File: config.mk
export PLATFORM = sky130hd
export DESIGN_NAME = char_cell_glyph_rasterizer
export DESIGN_NICKNAME = d
export VERILOG_FILES = /design/src/rtl/core/ccgr_pkg.sv /design/src/rtl/core/ccgr_ctrl.sv /design/src/rtl/core/ccgr_dp.sv /design/src/rtl/core/char_cell_glyph_rasterizer.sv
export SDC_FILE = /design/constraint.sdc
export NUM_CORES = 1
export LEC_CHECK = 0
export BUFFER_PORTS_ARGS = -buffer_cell sky130_fd_sc_hd__buf_2
export CORE_MARGIN = 3
export CORE_UTILIZATION = 60
export DETAILED_ROUTE_END_ITERATION = 8
export PLACE_DENSITY = 0.82
export SYNTH_ARGS = -nofsm -noshare
export SYNTH_HDL_FRONTEND = slang
export SYNTH_MEMORY_MAX_BITS = 65536
export SYNTH_SLANG_ARGS = --single-unit
export TNS_END_PERCENT = 10
File: constraint.sdc
create_clock -name aclk -period 6.3 [get_ports aclk]
set_clock_uncertainty 0.2 [all_clocks]
set_input_delay 0 -clock aclk [delete_from_list [all_inputs] [get_ports aclk]]
set_output_delay 0 -clock aclk [all_outputs]
set_load 0.02 [all_outputs]
File: src/rtl/core/ccgr_pkg.sv
// ---------------------------------------------------------------------------
// ccgr_pkg : shared types and tables of the character cell glyph rasterizer
// Holds the 5x7 font, the colour table, the controller state and the
// command and status bundles between the controller and the datapath.
// ---------------------------------------------------------------------------
package ccgr_pkg;

    localparam int CFG_W     = 10;
    localparam int CFG_IDX_W = 4;
    localparam int CODE_W    = 8;
    localparam int POS_W     = 12;
    localparam int RECT_W    = 13;
    localparam int DOT_W     = 8;
    localparam int COL_W     = 8;
    localparam int FONT_COLS = 5;
    localparam int FONT_ROWS = 7;
    localparam int GLYPH_W   = FONT_COLS * FONT_ROWS;

    localparam logic [CFG_IDX_W-1:0] REG_CELL_WIDTH  = 4'd0;
    localparam logic [CFG_IDX_W-1:0] REG_CELL_HEIGHT = 4'd1;

    localparam logic [CFG_W-1:0] CELL_WIDTH_RST  = 10'd16;
    localparam logic [CFG_W-1:0] CELL_HEIGHT_RST = 10'd24;

    localparam logic [CODE_W-1:0] CHAR_SPACE  = 8'h20;
    localparam logic [CODE_W-1:0] CASE_OFFSET = 8'd32;

    // reciprocals for the constant divides, scaled by 2^10
    localparam int RECIP_SHIFT = 10;
    localparam logic [7:0] RECIP_7 = 8'd146;
    localparam logic [7:0] RECIP_9 = 8'd113;
    localparam logic [7:0] RECIP_5 = 8'd204;

    typedef enum logic [3:0] {
        ST_IDLE,
        ST_MARGIN_EST,
        ST_MARGIN_FIX,
        ST_AREA,
        ST_DOT_EST,
        ST_DOT_FIX,
        ST_SPAN,
        ST_ORIGIN,
        ST_SCAN
    } ctrl_state_t;

    typedef enum logic [2:0] {
        OP_NONE,
        OP_MARGIN_EST,
        OP_MARGIN_FIX,
        OP_AREA,
        OP_DOT_EST,
        OP_DOT_FIX,
        OP_SPAN,
        OP_ORIGIN
    } dp_op_t;

    typedef struct packed {
        logic   load;
        dp_op_t op;
        logic   step;
        logic   emit;
    } dp_cmd_t;

    typedef struct packed {
        logic skip;
        logic cur_bit;
        logic rest_zero;
        logic out_free;
    } dp_status_t;

    // rows top to bottom, row 0 in the top five bits, bit 4 of a row first
    function automatic logic [GLYPH_W-1:0] glyph_bits(input logic [CODE_W-1:0] code);
        logic [CODE_W-1:0] up;
        logic [GLYPH_W-1:0] g;
        up = code;
        if (code >= "a" && code <= "z") begin
            up = code - CASE_OFFSET;
        end
        unique case (up)
            "#": g = {5'h0A, 5'h1F, 5'h0A, 5'h0A, 5'h1F, 5'h0A, 5'h00};
            "@": g = {5'h0E, 5'h11, 5'h17, 5'h15, 5'h17, 5'h10, 5'h0E};
            "=": g = {5'h00, 5'h1F, 5'h00, 5'h1F, 5'h00, 5'h00, 5'h00};
            "-": g = {5'h00, 5'h00, 5'h00, 5'h1F, 5'h00, 5'h00, 5'h00};
            ".": g = {5'h00, 5'h00, 5'h00, 5'h00, 5'h00, 5'h0C, 5'h0C};
            ",": g = {5'h00, 5'h00, 5'h00, 5'h00, 5'h0C, 5'h0C, 5'h08};
            ":": g = {5'h00, 5'h0C, 5'h0C, 5'h00, 5'h0C, 5'h0C, 5'h00};
            "/": g = {5'h01, 5'h02, 5'h04, 5'h08, 5'h10, 5'h00, 5'h00};
            ">": g = {5'h10, 5'h08, 5'h04, 5'h02, 5'h04, 5'h08, 5'h10};
            "+": g = {5'h00, 5'h04, 5'h04, 5'h1F, 5'h04, 5'h04, 5'h00};
            "*": g = {5'h11, 5'h04, 5'h1F, 5'h04, 5'h11, 5'h00, 5'h00};
            "!": g = {5'h04, 5'h04, 5'h04, 5'h04, 5'h04, 5'h00, 5'h04};
            "0": g = {5'h0E, 5'h11, 5'h13, 5'h15, 5'h19, 5'h11, 5'h0E};
            "1": g = {5'h04, 5'h0C, 5'h14, 5'h04, 5'h04, 5'h04, 5'h1F};
            "2": g = {5'h0E, 5'h11, 5'h01, 5'h06, 5'h08, 5'h10, 5'h1F};
            "3": g = {5'h1F, 5'h01, 5'h02, 5'h06, 5'h01, 5'h11, 5'h0E};
            "4": g = {5'h02, 5'h06, 5'h0A, 5'h12, 5'h1F, 5'h02, 5'h02};
            "5": g = {5'h1F, 5'h10, 5'h1E, 5'h01, 5'h01, 5'h11, 5'h0E};
            "6": g = {5'h06, 5'h08, 5'h10, 5'h1E, 5'h11, 5'h11, 5'h0E};
            "7": g = {5'h1F, 5'h01, 5'h02, 5'h04, 5'h08, 5'h08, 5'h08};
            "8": g = {5'h0E, 5'h11, 5'h11, 5'h0E, 5'h11, 5'h11, 5'h0E};
            "9": g = {5'h0E, 5'h11, 5'h11, 5'h0F, 5'h01, 5'h02, 5'h0C};
            "A": g = {5'h0E, 5'h11, 5'h11, 5'h1F, 5'h11, 5'h11, 5'h11};
            "B": g = {5'h1E, 5'h11, 5'h11, 5'h1E, 5'h11, 5'h11, 5'h1E};
            "C": g = {5'h0E, 5'h11, 5'h10, 5'h10, 5'h10, 5'h11, 5'h0E};
            "D": g = {5'h1C, 5'h12, 5'h11, 5'h11, 5'h11, 5'h12, 5'h1C};
            "E": g = {5'h1F, 5'h10, 5'h10, 5'h1E, 5'h10, 5'h10, 5'h1F};
            "F": g = {5'h1F, 5'h10, 5'h10, 5'h1E, 5'h10, 5'h10, 5'h10};
            "G": g = {5'h0E, 5'h11, 5'h10, 5'h13, 5'h11, 5'h11, 5'h0E};
            "H": g = {5'h11, 5'h11, 5'h11, 5'h1F, 5'h11, 5'h11, 5'h11};
            "I": g = {5'h1F, 5'h04, 5'h04, 5'h04, 5'h04, 5'h04, 5'h1F};
            "J": g = {5'h1F, 5'h02, 5'h02, 5'h02, 5'h12, 5'h12, 5'h0C};
            "K": g = {5'h11, 5'h12, 5'h14, 5'h18, 5'h14, 5'h12, 5'h11};
            "L": g = {5'h10, 5'h10, 5'h10, 5'h10, 5'h10, 5'h10, 5'h1F};
            "M": g = {5'h11, 5'h1B, 5'h15, 5'h15, 5'h11, 5'h11, 5'h11};
            "N": g = {5'h11, 5'h11, 5'h19, 5'h15, 5'h13, 5'h11, 5'h11};
            "O": g = {5'h0E, 5'h11, 5'h11, 5'h11, 5'h11, 5'h11, 5'h0E};
            "P": g = {5'h1E, 5'h11, 5'h11, 5'h1E, 5'h10, 5'h10, 5'h10};
            "Q": g = {5'h0E, 5'h11, 5'h11, 5'h11, 5'h15, 5'h12, 5'h0D};
            "R": g = {5'h1E, 5'h11, 5'h11, 5'h1E, 5'h14, 5'h12, 5'h11};
            "S": g = {5'h0E, 5'h11, 5'h10, 5'h0E, 5'h01, 5'h11, 5'h0E};
            "T": g = {5'h1F, 5'h04, 5'h04, 5'h04, 5'h04, 5'h04, 5'h04};
            "U": g = {5'h11, 5'h11, 5'h11, 5'h11, 5'h11, 5'h11, 5'h0E};
            "V": g = {5'h11, 5'h11, 5'h11, 5'h11, 5'h11, 5'h0A, 5'h04};
            "W": g = {5'h11, 5'h11, 5'h11, 5'h15, 5'h15, 5'h15, 5'h0A};
            "X": g = {5'h11, 5'h11, 5'h0A, 5'h04, 5'h0A, 5'h11, 5'h11};
            "Y": g = {5'h11, 5'h11, 5'h0A, 5'h04, 5'h04, 5'h04, 5'h04};
            "Z": g = {5'h1F, 5'h01, 5'h02, 5'h04, 5'h08, 5'h10, 5'h1F};
            default: g = '0;
        endcase
        return g;
    endfunction

    // case-sensitive colour, {red, green, blue}
    function automatic logic [3*COL_W-1:0] glyph_colour(input logic [CODE_W-1:0] code);
        logic [3*COL_W-1:0] c;
        unique case (code)
            "@":           c = {8'd255, 8'd246, 8'd214};
            "#":           c = {8'd244, 8'd223, 8'd170};
            "H":           c = {8'd220, 8'd188, 8'd133};
            "X":           c = {8'd188, 8'd148, 8'd102};
            "=":           c = {8'd154, 8'd116, 8'd78};
            "-":           c = {8'd116, 8'd85,  8'd58};
            ":":           c = {8'd82,  8'd126, 8'd138};
            ",":           c = {8'd68,  8'd94,  8'd84};
            ".":           c = {8'd52,  8'd70,  8'd62};
            "/":           c = {8'd88,  8'd122, 8'd150};
            "E":           c = {8'd255, 8'd124, 8'd124};
            "K":           c = {8'd255, 8'd84,  8'd84};
            "C":           c = {8'd90,  8'd228, 8'd255};
            "B":           c = {8'd70,  8'd42,  8'd30};
            "*":           c = {8'd255, 8'd240, 8'd40};
            "!":           c = {8'd255, 8'd60,  8'd60};
            "+":           c = {8'd230, 8'd230, 8'd230};
            ">":           c = {8'd250, 8'd214, 8'd70};
            "W", "O":      c = {8'd255, 8'd150, 8'd120};
            "M", "u", "h": c = {8'd255, 8'd210, 8'd130};
            default:       c = {8'd214, 8'd226, 8'd224};
        endcase
        return c;
    endfunction

endpackage

File: src/rtl/core/ccgr_ctrl.sv
// ---------------------------------------------------------------------------
// ccgr_ctrl : sequencer of the character cell glyph rasterizer
// Steps the datapath through the set-up arithmetic and the dot scan.
// ---------------------------------------------------------------------------
module ccgr_ctrl (
    input  logic                  aclk,
    input  logic                  aresetn,
    input  logic                  s_valid,
    output logic                  s_ready,
    input  ccgr_pkg::dp_status_t  status,
    output ccgr_pkg::dp_cmd_t     cmd
);

    ccgr_pkg::ctrl_state_t state_reg, state_next;

    always_ff @(posedge aclk) begin
        if (!aresetn) begin
            state_reg <= ccgr_pkg::ST_IDLE;
        end else begin
            state_reg <= state_next;
        end
    end

    always_comb begin
        state_next = state_reg;
        cmd.load   = 1'b0;
        cmd.op     = ccgr_pkg::OP_NONE;
        cmd.step   = 1'b0;
        cmd.emit   = 1'b0;
        s_ready    = 1'b0;
        unique case (state_reg)
            ccgr_pkg::ST_IDLE: begin
                s_ready  = 1'b1;
                cmd.load = s_valid;
                if (s_valid) begin
                    state_next = ccgr_pkg::ST_MARGIN_EST;
                end
            end
            ccgr_pkg::ST_MARGIN_EST: begin
                cmd.op     = ccgr_pkg::OP_MARGIN_EST;
                state_next = ccgr_pkg::ST_MARGIN_FIX;
            end
            ccgr_pkg::ST_MARGIN_FIX: begin
                cmd.op     = ccgr_pkg::OP_MARGIN_FIX;
                state_next = ccgr_pkg::ST_AREA;
            end
            ccgr_pkg::ST_AREA: begin
                cmd.op     = ccgr_pkg::OP_AREA;
                state_next = ccgr_pkg::ST_DOT_EST;
            end
            ccgr_pkg::ST_DOT_EST: begin
                cmd.op     = ccgr_pkg::OP_DOT_EST;
                state_next = ccgr_pkg::ST_DOT_FIX;
            end
            ccgr_pkg::ST_DOT_FIX: begin
                cmd.op     = ccgr_pkg::OP_DOT_FIX;
                state_next = ccgr_pkg::ST_SPAN;
            end
            ccgr_pkg::ST_SPAN: begin
                cmd.op     = ccgr_pkg::OP_SPAN;
                state_next = ccgr_pkg::ST_ORIGIN;
            end
            ccgr_pkg::ST_ORIGIN: begin
                cmd.op = ccgr_pkg::OP_ORIGIN;
                if (status.skip) begin
                    state_next = ccgr_pkg::ST_IDLE;
                end else begin
                    state_next = ccgr_pkg::ST_SCAN;
                end
            end
            ccgr_pkg::ST_SCAN: begin
                // a clear dot moves on at once, a set dot waits for the output slot
                cmd.step = !status.cur_bit || status.out_free;
                cmd.emit = status.cur_bit && status.out_free;
                if (cmd.step && status.rest_zero) begin
                    state_next = ccgr_pkg::ST_IDLE;
                end
            end
            default: begin
                state_next = ccgr_pkg::ST_IDLE;
            end
        endcase
    end

endmodule

File: src/rtl/core/ccgr_dp.sv
// ---------------------------------------------------------------------------
// ccgr_dp : datapath of the character cell glyph rasterizer
// Cell registers, constant divides by reciprocal, dot scan and result register.
// ---------------------------------------------------------------------------
module ccgr_dp (
    input  logic                              aclk,
    input  logic                              aresetn,
    input  logic                              cfg_valid,
    input  logic [ccgr_pkg::CFG_IDX_W-1:0]    cfg_index,
    input  logic [ccgr_pkg::CFG_W-1:0]        cfg_data,
    input  logic [ccgr_pkg::CODE_W-1:0]       s_char_code,
    input  logic [ccgr_pkg::POS_W-1:0]        s_cell_x,
    input  logic [ccgr_pkg::POS_W-1:0]        s_cell_y,
    input  ccgr_pkg::dp_cmd_t                 cmd,
    output ccgr_pkg::dp_status_t              status,
    output logic                              m_valid,
    input  logic                              m_ready,
    output logic [ccgr_pkg::RECT_W-1:0]       m_rect_x,
    output logic [ccgr_pkg::RECT_W-1:0]       m_rect_y,
    output logic [ccgr_pkg::DOT_W-1:0]        m_rect_w,
    output logic [ccgr_pkg::DOT_W-1:0]        m_rect_h,
    output logic [ccgr_pkg::COL_W-1:0]        m_red,
    output logic [ccgr_pkg::COL_W-1:0]        m_green,
    output logic [ccgr_pkg::COL_W-1:0]        m_blue,
    output logic                              m_last
);

    localparam int PROD_W = ccgr_pkg::CFG_W + 8;

    logic [ccgr_pkg::CFG_W-1:0]      cw_reg, ch_reg;
    logic [ccgr_pkg::POS_W-1:0]      cx_reg, cy_reg, cx_next, cy_next;
    logic                            space_reg, space_next;
    logic                            small_reg, small_next;
    logic [ccgr_pkg::GLYPH_W-1:0]    glyph_reg, glyph_next;
    logic [3*ccgr_pkg::COL_W-1:0]    colour_reg, colour_next;
    logic [7:0]                      mw_reg, mw_next, mh_reg, mh_next;
    logic [ccgr_pkg::CFG_W-1:0]      dw_reg, dw_next, dh_reg, dh_next;
    logic [ccgr_pkg::DOT_W-1:0]      pw_reg, pw_next, ph_reg, ph_next;
    logic [ccgr_pkg::CFG_W-1:0]      spw_reg, spw_next, sph_reg, sph_next;
    logic [ccgr_pkg::RECT_W-1:0]     ox_reg, ox_next;
    logic [ccgr_pkg::RECT_W-1:0]     xacc_reg, xacc_next, yacc_reg, yacc_next;
    logic [2:0]                      col_reg, col_next;

    logic                            mval_reg, mval_next;
    logic [ccgr_pkg::RECT_W-1:0]     mx_reg, my_reg;
    logic [ccgr_pkg::DOT_W-1:0]      mw_out_reg, mh_out_reg;
    logic [3*ccgr_pkg::COL_W-1:0]    mcol_reg;
    logic                            mlast_reg;

    logic [PROD_W-1:0]               prod_a, prod_b;
    logic [ccgr_pkg::CFG_W-1:0]      rem_a, rem_b;

    // cell registers
    always_ff @(posedge aclk) begin
        if (!aresetn) begin
            cw_reg <= ccgr_pkg::CELL_WIDTH_RST;
            ch_reg <= ccgr_pkg::CELL_HEIGHT_RST;
        end else if (cfg_valid) begin
            if (cfg_index == ccgr_pkg::REG_CELL_WIDTH) begin
                cw_reg <= cfg_data;
            end
            if (cfg_index == ccgr_pkg::REG_CELL_HEIGHT) begin
                ch_reg <= cfg_data;
            end
        end
    end

    always_comb begin
        cx_next     = cx_reg;
        cy_next     = cy_reg;
        space_next  = space_reg;
        small_next  = small_reg;
        glyph_next  = glyph_reg;
        colour_next = colour_reg;
        mw_next     = mw_reg;
        mh_next     = mh_reg;
        dw_next     = dw_reg;
        dh_next     = dh_reg;
        pw_next     = pw_reg;
        ph_next     = ph_reg;
        spw_next    = spw_reg;
        sph_next    = sph_reg;
        ox_next     = ox_reg;
        xacc_next   = xacc_reg;
        yacc_next   = yacc_reg;
        col_next    = col_reg;
        prod_a      = '0;
        prod_b      = '0;
        rem_a       = '0;
        rem_b       = '0;

        if (cmd.load) begin
            cx_next     = s_cell_x;
            cy_next     = s_cell_y;
            space_next  = (s_char_code == ccgr_pkg::CHAR_SPACE);
            glyph_next  = ccgr_pkg::glyph_bits(s_char_code);
            colour_next = ccgr_pkg::glyph_colour(s_char_code);
        end

        unique case (cmd.op)
            ccgr_pkg::OP_NONE: begin
            end
            ccgr_pkg::OP_MARGIN_EST: begin
                // quotient estimate, low by at most one
                prod_a  = PROD_W'(cw_reg) * PROD_W'(ccgr_pkg::RECIP_7);
                prod_b  = PROD_W'(ch_reg) * PROD_W'(ccgr_pkg::RECIP_9);
                mw_next = prod_a[ccgr_pkg::RECIP_SHIFT +: 8];
                mh_next = prod_b[ccgr_pkg::RECIP_SHIFT +: 8];
            end
            ccgr_pkg::OP_MARGIN_FIX: begin
                rem_a   = cw_reg - ccgr_pkg::CFG_W'(mw_reg) * 10'd7;
                rem_b   = ch_reg - ccgr_pkg::CFG_W'(mh_reg) * 10'd9;
                mw_next = mw_reg + 8'(rem_a >= 10'd7);
                mh_next = mh_reg + 8'(rem_b >= 10'd9);
            end
            ccgr_pkg::OP_AREA: begin
                dw_next = cw_reg - {1'b0, mw_reg, 1'b0};
                dh_next = ch_reg - {1'b0, mh_reg, 1'b0};
            end
            ccgr_pkg::OP_DOT_EST: begin
                small_next = (dw_reg < 10'd5) || (dh_reg < 10'd7);
                prod_a     = PROD_W'(dw_reg) * PROD_W'(ccgr_pkg::RECIP_5);
                prod_b     = PROD_W'(dh_reg) * PROD_W'(ccgr_pkg::RECIP_7);
                pw_next    = prod_a[ccgr_pkg::RECIP_SHIFT +: ccgr_pkg::DOT_W];
                ph_next    = prod_b[ccgr_pkg::RECIP_SHIFT +: ccgr_pkg::DOT_W];
            end
            ccgr_pkg::OP_DOT_FIX: begin
                rem_a   = dw_reg - ccgr_pkg::CFG_W'(pw_reg) * 10'd5;
                rem_b   = dh_reg - ccgr_pkg::CFG_W'(ph_reg) * 10'd7;
                pw_next = pw_reg + 8'(rem_a >= 10'd5);
                ph_next = ph_reg + 8'(rem_b >= 10'd7);
            end
            ccgr_pkg::OP_SPAN: begin
                spw_next = cw_reg - ccgr_pkg::CFG_W'(pw_reg) * 10'd5;
                sph_next = ch_reg - ccgr_pkg::CFG_W'(ph_reg) * 10'd7;
            end
            ccgr_pkg::OP_ORIGIN: begin
                ox_next   = ccgr_pkg::RECT_W'(cx_reg) + ccgr_pkg::RECT_W'(spw_reg[9:1]);
                xacc_next = ccgr_pkg::RECT_W'(cx_reg) + ccgr_pkg::RECT_W'(spw_reg[9:1]);
                yacc_next = ccgr_pkg::RECT_W'(cy_reg) + ccgr_pkg::RECT_W'(sph_reg[9:1]);
                col_next  = '0;
            end
            default: begin
            end
        endcase

        if (cmd.step) begin
            glyph_next = {glyph_reg[ccgr_pkg::GLYPH_W-2:0], 1'b0};
            if (col_reg == 3'(ccgr_pkg::FONT_COLS - 1)) begin
                col_next  = '0;
                xacc_next = ox_reg;
                yacc_next = yacc_reg + ccgr_pkg::RECT_W'(ph_reg);
            end else begin
                col_next  = col_reg + 3'd1;
                xacc_next = xacc_reg + ccgr_pkg::RECT_W'(pw_reg);
            end
        end
    end

    always_ff @(posedge aclk) begin
        cx_reg     <= cx_next;
        cy_reg     <= cy_next;
        space_reg  <= space_next;
        small_reg  <= small_next;
        glyph_reg  <= glyph_next;
        colour_reg <= colour_next;
        mw_reg     <= mw_next;
        mh_reg     <= mh_next;
        dw_reg     <= dw_next;
        dh_reg     <= dh_next;
        pw_reg     <= pw_next;
        ph_reg     <= ph_next;
        spw_reg    <= spw_next;
        sph_reg    <= sph_next;
        ox_reg     <= ox_next;
        xacc_reg   <= xacc_next;
        yacc_reg   <= yacc_next;
        col_reg    <= col_next;
    end

    // result register
    always_comb begin
        mval_next = mval_reg;
        if (cmd.emit) begin
            mval_next = 1'b1;
        end else if (m_ready) begin
            mval_next = 1'b0;
        end
    end

    always_ff @(posedge aclk) begin
        if (!aresetn) begin
            mval_reg <= 1'b0;
        end else begin
            mval_reg <= mval_next;
        end
    end

    always_ff @(posedge aclk) begin
        if (cmd.emit) begin
            mx_reg     <= xacc_reg;
            my_reg     <= yacc_reg;
            mw_out_reg <= pw_reg;
            mh_out_reg <= ph_reg;
            mcol_reg   <= colour_reg;
            mlast_reg  <= status.rest_zero;
        end
    end

    assign status.skip      = space_reg || small_reg || (glyph_reg == '0);
    assign status.cur_bit   = glyph_reg[ccgr_pkg::GLYPH_W-1];
    assign status.rest_zero = (glyph_reg[ccgr_pkg::GLYPH_W-2:0] == '0);
    assign status.out_free  = !mval_reg || m_ready;

    assign m_valid  = mval_reg;
    assign m_rect_x = mx_reg;
    assign m_rect_y = my_reg;
    assign m_rect_w = mw_out_reg;
    assign m_rect_h = mh_out_reg;
    assign m_red    = mcol_reg[3*ccgr_pkg::COL_W-1 -: ccgr_pkg::COL_W];
    assign m_green  = mcol_reg[2*ccgr_pkg::COL_W-1 -: ccgr_pkg::COL_W];
    assign m_blue   = mcol_reg[ccgr_pkg::COL_W-1 -: ccgr_pkg::COL_W];
    assign m_last   = mlast_reg;

endmodule

File: src/rtl/core/char_cell_glyph_rasterizer.sv
// ---------------------------------------------------------------------------
// char_cell_glyph_rasterizer : 5x7 font character cell rasterizer
// Turns one character into filled dot rectangles centred in its cell.
// ---------------------------------------------------------------------------
// one beat on the s_ channel carries a character code and the top left pixel
// of its cell; the block answers with one m_ beat per set dot of the 5x7
// glyph, rows top to bottom, leftmost dot first, and marks the final one with
// m_last. a space, a code with no glyph or a cell too small for a 5x7 dot
// area after margins of width/7 and height/9 gives no beats at all. glyph
// lookup ignores letter case, the colour table does not. cell width and
// height come from the cfg_ port (index 0 width, 1 height, reset 16 and 24)
// and may only be written while no character is in flight. after the
// accept cycle, set-up steps work out margins, drawable area, dot size
// and origin, each constant divide as a reciprocal multiply and a correct
// step; then the dot scan takes one glyph position per cycle up to and
// including the last set dot, a set dot waiting while the m_ side holds
// m_ready low on a full output register, and a silent item ends after the
// set-up. the next character is taken as soon as the scan ends, while its
// last beat may still sit in the output register.
module char_cell_glyph_rasterizer (
    input  logic                              aclk,
    input  logic                              aresetn,
    // configuration
    input  logic                              cfg_valid,
    output logic                              cfg_ready,
    input  logic [ccgr_pkg::CFG_IDX_W-1:0]    cfg_index,
    input  logic [ccgr_pkg::CFG_W-1:0]        cfg_data,
    // character beats
    input  logic                              s_valid,
    output logic                              s_ready,
    input  logic [ccgr_pkg::CODE_W-1:0]       s_char_code,
    input  logic [ccgr_pkg::POS_W-1:0]        s_cell_x,
    input  logic [ccgr_pkg::POS_W-1:0]        s_cell_y,
    // rectangle beats
    output logic                              m_valid,
    input  logic                              m_ready,
    output logic [ccgr_pkg::RECT_W-1:0]       m_rect_x,
    output logic [ccgr_pkg::RECT_W-1:0]       m_rect_y,
    output logic [ccgr_pkg::DOT_W-1:0]        m_rect_w,
    output logic [ccgr_pkg::DOT_W-1:0]        m_rect_h,
    output logic [ccgr_pkg::COL_W-1:0]        m_red,
    output logic [ccgr_pkg::COL_W-1:0]        m_green,
    output logic [ccgr_pkg::COL_W-1:0]        m_blue,
    output logic                              m_last
);

    ccgr_pkg::dp_cmd_t    cmd;
    ccgr_pkg::dp_status_t status;

    // cell registers take a write in any cycle
    assign cfg_ready = 1'b1;

    // sequencer: set-up steps, then one glyph position per scan cycle unless a set dot waits for the output slot
    ccgr_ctrl u_ctrl (
        .aclk    (aclk),
        .aresetn (aresetn),
        .s_valid (s_valid),
        .s_ready (s_ready),
        .status  (status),
        .cmd     (cmd)
    );

    // arithmetic, glyph shift register and output register
    ccgr_dp u_dp (
        .aclk        (aclk),
        .aresetn     (aresetn),
        .cfg_valid   (cfg_valid),
        .cfg_index   (cfg_index),
        .cfg_data    (cfg_data),
        .s_char_code (s_char_code),
        .s_cell_x    (s_cell_x),
        .s_cell_y    (s_cell_y),
        .cmd         (cmd),
        .status      (status),
        .m_valid     (m_valid),
        .m_ready     (m_ready),
        .m_rect_x    (m_rect_x),
        .m_rect_y    (m_rect_y),
        .m_rect_w    (m_rect_w),
        .m_rect_h    (m_rect_h),
        .m_red       (m_red),
        .m_green     (m_green),
        .m_blue      (m_blue),
        .m_last      (m_last)
    );

`ifndef ASSERT_OFF
    // a waiting beat is never overwritten
    a_no_overwrite: assert property (@(posedge aclk) disable iff (!aresetn)
        cmd.emit |-> (!m_valid || m_ready))
        else $error("rectangle issued over a waiting beat");

    // once the final dot goes out, the next character can be taken
    a_last_frees_input: assert property (@(posedge aclk) disable iff (!aresetn)
        (cmd.emit && status.rest_zero) |=> s_ready)
        else $error("input not reopened after final rectangle");

    // dot size never drops to zero
    a_dot_nonzero: assert property (@(posedge aclk) disable iff (!aresetn)
        m_valid |-> (m_rect_w != '0) && (m_rect_h != '0))
        else $error("zero-size dot rectangle");

    // no new character while a scan is running
    a_load_idle: assert property (@(posedge aclk) disable iff (!aresetn)
        cmd.load |-> !(cmd.step || cmd.emit))
        else $error("character load during scan");
`endif

endmodule

==> metrics, run 1 <==
Worst-Margin Slew 1.085 ns; first-pass GRT wire length 99170 um; Critical Path AT 5.39 ns; routed length per instance 20.42 um; DR vias 18830; HPWL after DPL 45350 um; Starting Density 61.73%; Syn Nets 2770; DRC marker count from the first detailed-route iteration 1798; DRT Pass-1 Iters 6; # port buffers 119; CP max FO 8; Final Cell Area 25840 um2; fin crit share 84.87%; cell depth of the worst hold path 2; Cell Area, Placed 24000 um2; WP data required 6.34 ns; nets@finish 2930; Place WS 1.095 ns; max reg flops 35; final hold slack 0.005373 ns; Clk Latency, worst-skew pair 0.54 ns; drt drc 0; # H-tree levels 2; Pleak 11.09 nW; Setup crit start kind flop; Critical Path End Type flop; CTS Buffer Depth 3; status finished, final reports clean; Fin Setup TNS 0 ns; IO Count 121; final core occ 69.58%; Power per Cell Area 242.8 nW/um2; RSZ-0062 raised after global routing false; vias in the first global route 18953; maxcap violations 0; cell row count 70; ANT nets after route 0; crit path time final 5.347 ns; ys async rst share 0%; GRT overflow 0; CTS tree built; setup violators final 0; Yosys top cell area share 32.75%; synth warn 0; Area Overhead vs Synth 12.72%; clock sinks 289; Post-Syn Area 22920 um2; commonest cells in the netlist ha_1, edfxtp_1, nand2_1, inv_1, nor2_1; CTS resizes 0; Routed WL 62160 um; EDFF count, synth 250; kind of critical path reg -> reg; Hold Fails Final Rpt 0; Reg clk slew, reported paths 0.06 ns; layout cells sized above 1 8.819%; ANT cells 0; core area 37140 um2; FMAX 0.1870 GHz; Hold WC Path Type in -> reg; Worst R2R Path Depth 20; worst setup margin 0.9532 ns; vias per inst 6.186; Pins Over Slew Limit 0; antenna violations before repair 0; cell with the most instances after synthesis ha_1; Die Width 201.5 um; Num CTS Buffers 35; most frequently used flop master after synthesis edfxtp_1; top cells by area, synth edfxtp_1, ha_1, fa_1; Distinct cells, synth 89; share of synthesized area occupied by flip-flops and latches 36.16%; Die Y 201.5 um; number of synthesized register bits 289; Avg Cell Area, Syn 9.742 um2; Post-Synthesis Cells 2353; leading area contributor after synthesis edfxtp_1; area of the die 40580 um2; CTS root buf clkbuf_16; Final Wtd Congestion 1.019; Peak VDD IR 159.9 uV; total global-route track usage 30.11%; largest net degree at the start of global routing 68; normalized max-slew margin 27.64%
-- worst paths after layout --
path                 startpoint               end  slack (ns)
min reg2reg  u_dp.colour_reg[4]  u_dp.mcol_reg[4]        0.22
min                 s_cell_y[5]    u_dp.cy_reg[5]       0.005
max reg2reg      u_dp.ph_reg[2]    u_dp.ph_reg[6]        0.95
max              u_dp.ph_reg[2]    u_dp.ph_reg[6]        0.95
-- cell families (layout without fill, tap and decap cells) --
group,Yosys count,after routing,synth area share [%]
buffers and inverters,288,475,4.842
other,1,1,0.01636
muxes,32,32,1.403
adders and majority gates,374,374,22.54
DFF,289,289,36.16
AOI/OAI and AO/OA,596,596,16.45
and+or+nand+nor,619,619,12.71
xor gates and xnor gates,154,154,5.884
-- per-stage QoR --
step / instances / total power [mW]
after floorplan: 2353 / 3.722
after global placement: 2913 / 4.053
after detailed placement: 2913 / 4.155
after CTS: 3044 / 6.250
after global routing: 3044 / 6.592
final: 3044 / 6.274
-- layout make-up --
cell class              count  area, um2
multi-input cells        1776      13560
fillers                  2762      11300
flip-flops and latches    289       8288
repair buffers            207       1424
clock buffers              47      962.2
inverters                 204      765.7
well taps                 504      630.6
clock inverters            17      209.0
-- timing repair --
| item | in CTS | in global routing |
|---|---|---|
| hold buffers | 67 | 0 |
| endpoints found under the hold margin | 55 | 0 |
| buffers inserted | 0 | 0 |
-- placed cells by master (no fill, tap or decap), types with 107 or more instances in the layout --
cell / instances
buf_2: 119
ha_1: 299
inv_1: 199
xnor2_1: 107
o21ai_0: 157
nor2_1: 169
a21oi_1: 162
nand2_1: 205
edfxtp_1: 250
-- worst max-delay path, stage by stage (launching register included) --
cell,delay (ns)
edfxtp_1,0.55
fa_1,0.58
ha_1,0.34
a21o_1,0.19
a21oi_1,0.23
xor2_1,0.14
ha_1,0.38
o21ai_0,0.12
nand2b_1,0.10
o41ai_1,0.08
maj3_2,0.34
maj3_2,0.32
maj3_2,0.31
xnor2_1,0.12
o2111ai_1,0.09
ha_1,0.28
ha_1,0.26
nand3_1,0.11
xnor2_1,0.13
nor2_1,0.11
a21oi_1,0.07
-- power by group --
| group | internal [mW] | switching, mW | total [mW] |
|---|---|---|---|
| Clock | 1.25 | 0.822 | 2.07 |
| Sequential | 2.24 | 0.101 | 2.34 |
| Combinational | 0.781 | 1.08 | 1.86 |
-- layer usage --
layer / track usage [%] / vias to the layer above / share of wire [%]
met5: 0 / - / 0
met1: 41.21 / 9018 / 42
met3: 4.643 / 154 / 8.4
met2: 49.55 / 893 / 47
met4: 9.693 / 0 / 2.9
li1: - / 8765 / -
Note: power is estimated with default switching activity, not from simulation.
==> run 2: changes to the inputs <==
--- a/config.mk
+++ b/config.mk
@@ -7,7 +7,7 @@
 export LEC_CHECK = 0
 export BUFFER_PORTS_ARGS = -buffer_cell sky130_fd_sc_hd__buf_2
 export CORE_MARGIN = 3
-export CORE_UTILIZATION = 60
+export CORE_UTILIZATION = 57
 export DETAILED_ROUTE_END_ITERATION = 8
 export PLACE_DENSITY = 0.82
 export SYNTH_ARGS = -nofsm -noshare
==> constraint.sdc (replaced) <==
create_clock -name aclk -period 4.55 [get_ports aclk]
set_clock_uncertainty 0.2 [all_clocks]
set_input_delay 0 -clock aclk [delete_from_list [all_inputs] [get_ports aclk]]
set_output_delay 0 -clock aclk [all_outputs]
set_load 0.02 [all_outputs]
==> metrics, run 2 (synthesis gave the netlist of run 1 again) <==
DR vias 19104 (+1.5%); worst setup margin -0.3752 ns (-1.328 ns); Final Wtd Congestion 1.021 (+0.26%); Worst-Margin Slew 1.231 ns (+0.1457 ns); max incr delay on CP 0.54 ns (-0.04 ns); Pleak 11.42 nW (+3.0%); Power per Cell Area 323.9 nW/um2 (+33%); R2R setup slack -0.38 ns (-1.33 ns); IO Count 121 (unchanged); CTS root buf clkbuf_16; maxcap violations 0 (unchanged); Levels on crit path 19 (-5.0%); CP max FO 4 (-4); Die Y 206.5 um (+2.5%); CP endpoint u_dp.ph_reg[7]; DRT Pass-1 Iters 8 (+2); CTS tree built; # port buffers 119 (unchanged); crit-path leading delay family adder cells; CTS Buffer Depth 3 (unchanged); RSZ-0062 raised after global routing true; final non-filler cell total 3130 (+2.8%); area of the die 42660 um2 (+5.1%); Crit-path slowest cell fa_1; Int Pwr 5.769 mW (+35%); Worst path most repeated cell maj3_2; drt drc 0 (unchanged); sequential power share 37.6% (+0.3 points); Num CTS Buffers 35 (unchanged); ANT cells 0 (unchanged); worst reg2reg endpoint u_dp.ph_reg[7]; Setup crit start kind flop; Worst R2R Path Depth 19 (-5.0%); HPWL after DPL 47200 um (+4.1%); switching portion of total power 32.68% (+0.71 points); normalized max-slew margin 17.73% (-9.9 points); critical path buffer and inverter count 1 (+1); max reg flops 35 (unchanged); commonest non-fill, non-tap cells in the layout ha_1, edfxtp_1, nand2_1, inv_1, nor2_1; Pwr Total 8.570 mW (+37%); crit path from u_dp.ph_reg[1]; setup violators final 7 (+7); crit path time final 4.925 ns (-0.4215 ns); failing checks negative setup slack; ANT nets after route 0 (unchanged); antenna violations before repair 0 (unchanged); Routed WL 63830 um (+2.7%); Worst R2R Start u_dp.ph_reg[1]; Place WS -0.3741 ns (-1.470 ns); cell row count 72 (+2.9%); vias in the first global route 18902 (-0.27%); GRT overflow 0 (unchanged); Area Overhead vs Synth 15.41%; total global-route track usage 29.57% (-0.55 points); Critical Path AT 5.01 ns (-0.38 ns); DRC marker count from the first detailed-route iteration 1699 (-5.5%); crit-path cells fa_1 -> ha_2 -> buf_4 -> a21o_1 -> a21oi_2 -> xor2_1 -> ha_2 -> nand2b_1 -> o41ai_2 -> maj3_2 -> maj3_2 -> maj3_2 -> xnor2_2 -> o2111ai_2 -> ha_4 -> nand4_1 -> xor2_1 -> nand2_1 -> o311a_1; vias per inst 6.104 (-1.3%); layout cells sized above 1 12.52% (+3.7 points); Peak VDD IR 207.1 uV (+30%); Gate power share 32.0% (+2.3 points); FMAX 0.2030 GHz (+8.6%); final hold slack 0.02081 ns (+0.01543 ns); Die Width 206.5 um (+2.5%); status complete, but fails checks; final core occ 67.51% (-2.1 points); fin crit share 108.2% (+23 points); # H-tree levels 2 (unchanged); Hold Fails Final Rpt 0 (unchanged); Pins Over Slew Limit 0 (unchanged); Switch Pwr 2.801 mW (+40%); first-pass GRT wire length 99600 um (+0.43%); Starting Density 58.49% (-3.2 points); Clock Power Share 30.4% (-2.6 points); kind of critical path reg -> reg; largest net degree at the start of global routing 50 (-26%); core area 39190 um2 (+5.5%); routed length per instance 20.39 um (-0.13%); placed insts 2992 (+2.7%); nets@finish 3003 (+2.5%); Clk Latency, worst-skew pair 0.53 ns (about the same); Critical Path End Type flop; commonest non-fill, non-tap cell in the layout ha_1; Hold WC Path Type in -> reg; Reg clk slew, reported paths 0.06 ns (about the same); WP data required 4.63 ns (-1.71 ns); clock sinks 289 (unchanged)
run 2: worst min path at each step:
stage,start,end,slack [ns],cells past startpoint
6_report,s_cell_x[7],u_dp.cx_reg[7],0.02,2
3_5_place_dp,s_cell_y[2],u_dp.cy_reg[2],-0.02,1
4_1_cts,s_cell_x[4],u_dp.cx_reg[4],0.0002,2
5_1_grt,s_cell_x[7],u_dp.cx_reg[7],0.008,2
2_1_floorplan,s_cell_x[0],u_dp.cx_reg[0],-0.10,0
3_3_place_gp,s_cell_y[0],u_dp.cy_reg[0],-0.02,1
run 2: stage by stage:
stage          area [um2]  setup TNS [ns]
5_1_grt             26460          -3.667
4_1_cts             26330          -1.775
2_1_floorplan       22960         -0.5215
3_5_place_dp        24540          -2.080
3_3_place_gp        24540          -1.595
6_report            26460          -1.774
run 2: timing repair:
action	in CTS	in global routing
gates cloned	0	0
hold endpoints to repair	54	0
gates resized for setup	12	18
endpoints found under the setup margin	8	17
hold buffers	67	0
pin swaps	15	15
buffers inserted	3	5
run 2: power by group through the flow:
stage	clock [mW]	sequential, mW	combinational, mW
after detailed placement	0	3.27	2.56
final	2.60	3.22	2.74
after global placement	0	3.26	2.44
after floorplan	0	3.24	1.92
after global routing	2.74	3.24	3.04
after CTS	2.64	3.22	2.64
run 2: worst reg2reg max path, stage by stage, from the launching register on:
cell and delay, ns:
edfxtp_1 0.49, fa_1 0.54, ha_2 0.21, buf_4 0.14, a21o_1 0.19, a21oi_2 0.15, xor2_1 0.22, ha_2 0.25
nand2b_1 0.14, o41ai_2 0.08, maj3_2 0.32, maj3_2 0.31, maj3_2 0.32, xnor2_2 0.13, o2111ai_2 0.17, ha_4 0.24
nand4_1 0.13, xor2_1 0.22, nand2_1 0.08, o311a_1 0.14
run 2: layout make-up:
type / instances / area, um2
fillers: 2929 / 12730
flip-flops and latches: 289 / 8288
well taps: 518 / 648.1
multi-input cells: 1776 / 13720
clock buffers: 45 / 954.7
inverters: 204 / 765.7
repair buffers: 280 / 1972
clock inverters: 18 / 107.6
run 2: per-layer routing:
layer | share of wire, % | vias to the layer above | track usage [%]
li1 | - | 8925 | -
met5 | 0 | - | 0
met4 | 3.6 | 0 | 10.93
met3 | 8.8 | 184 | 5.818
met2 | 46 | 892 | 47.71
met1 | 42 | 9103 | 39.83
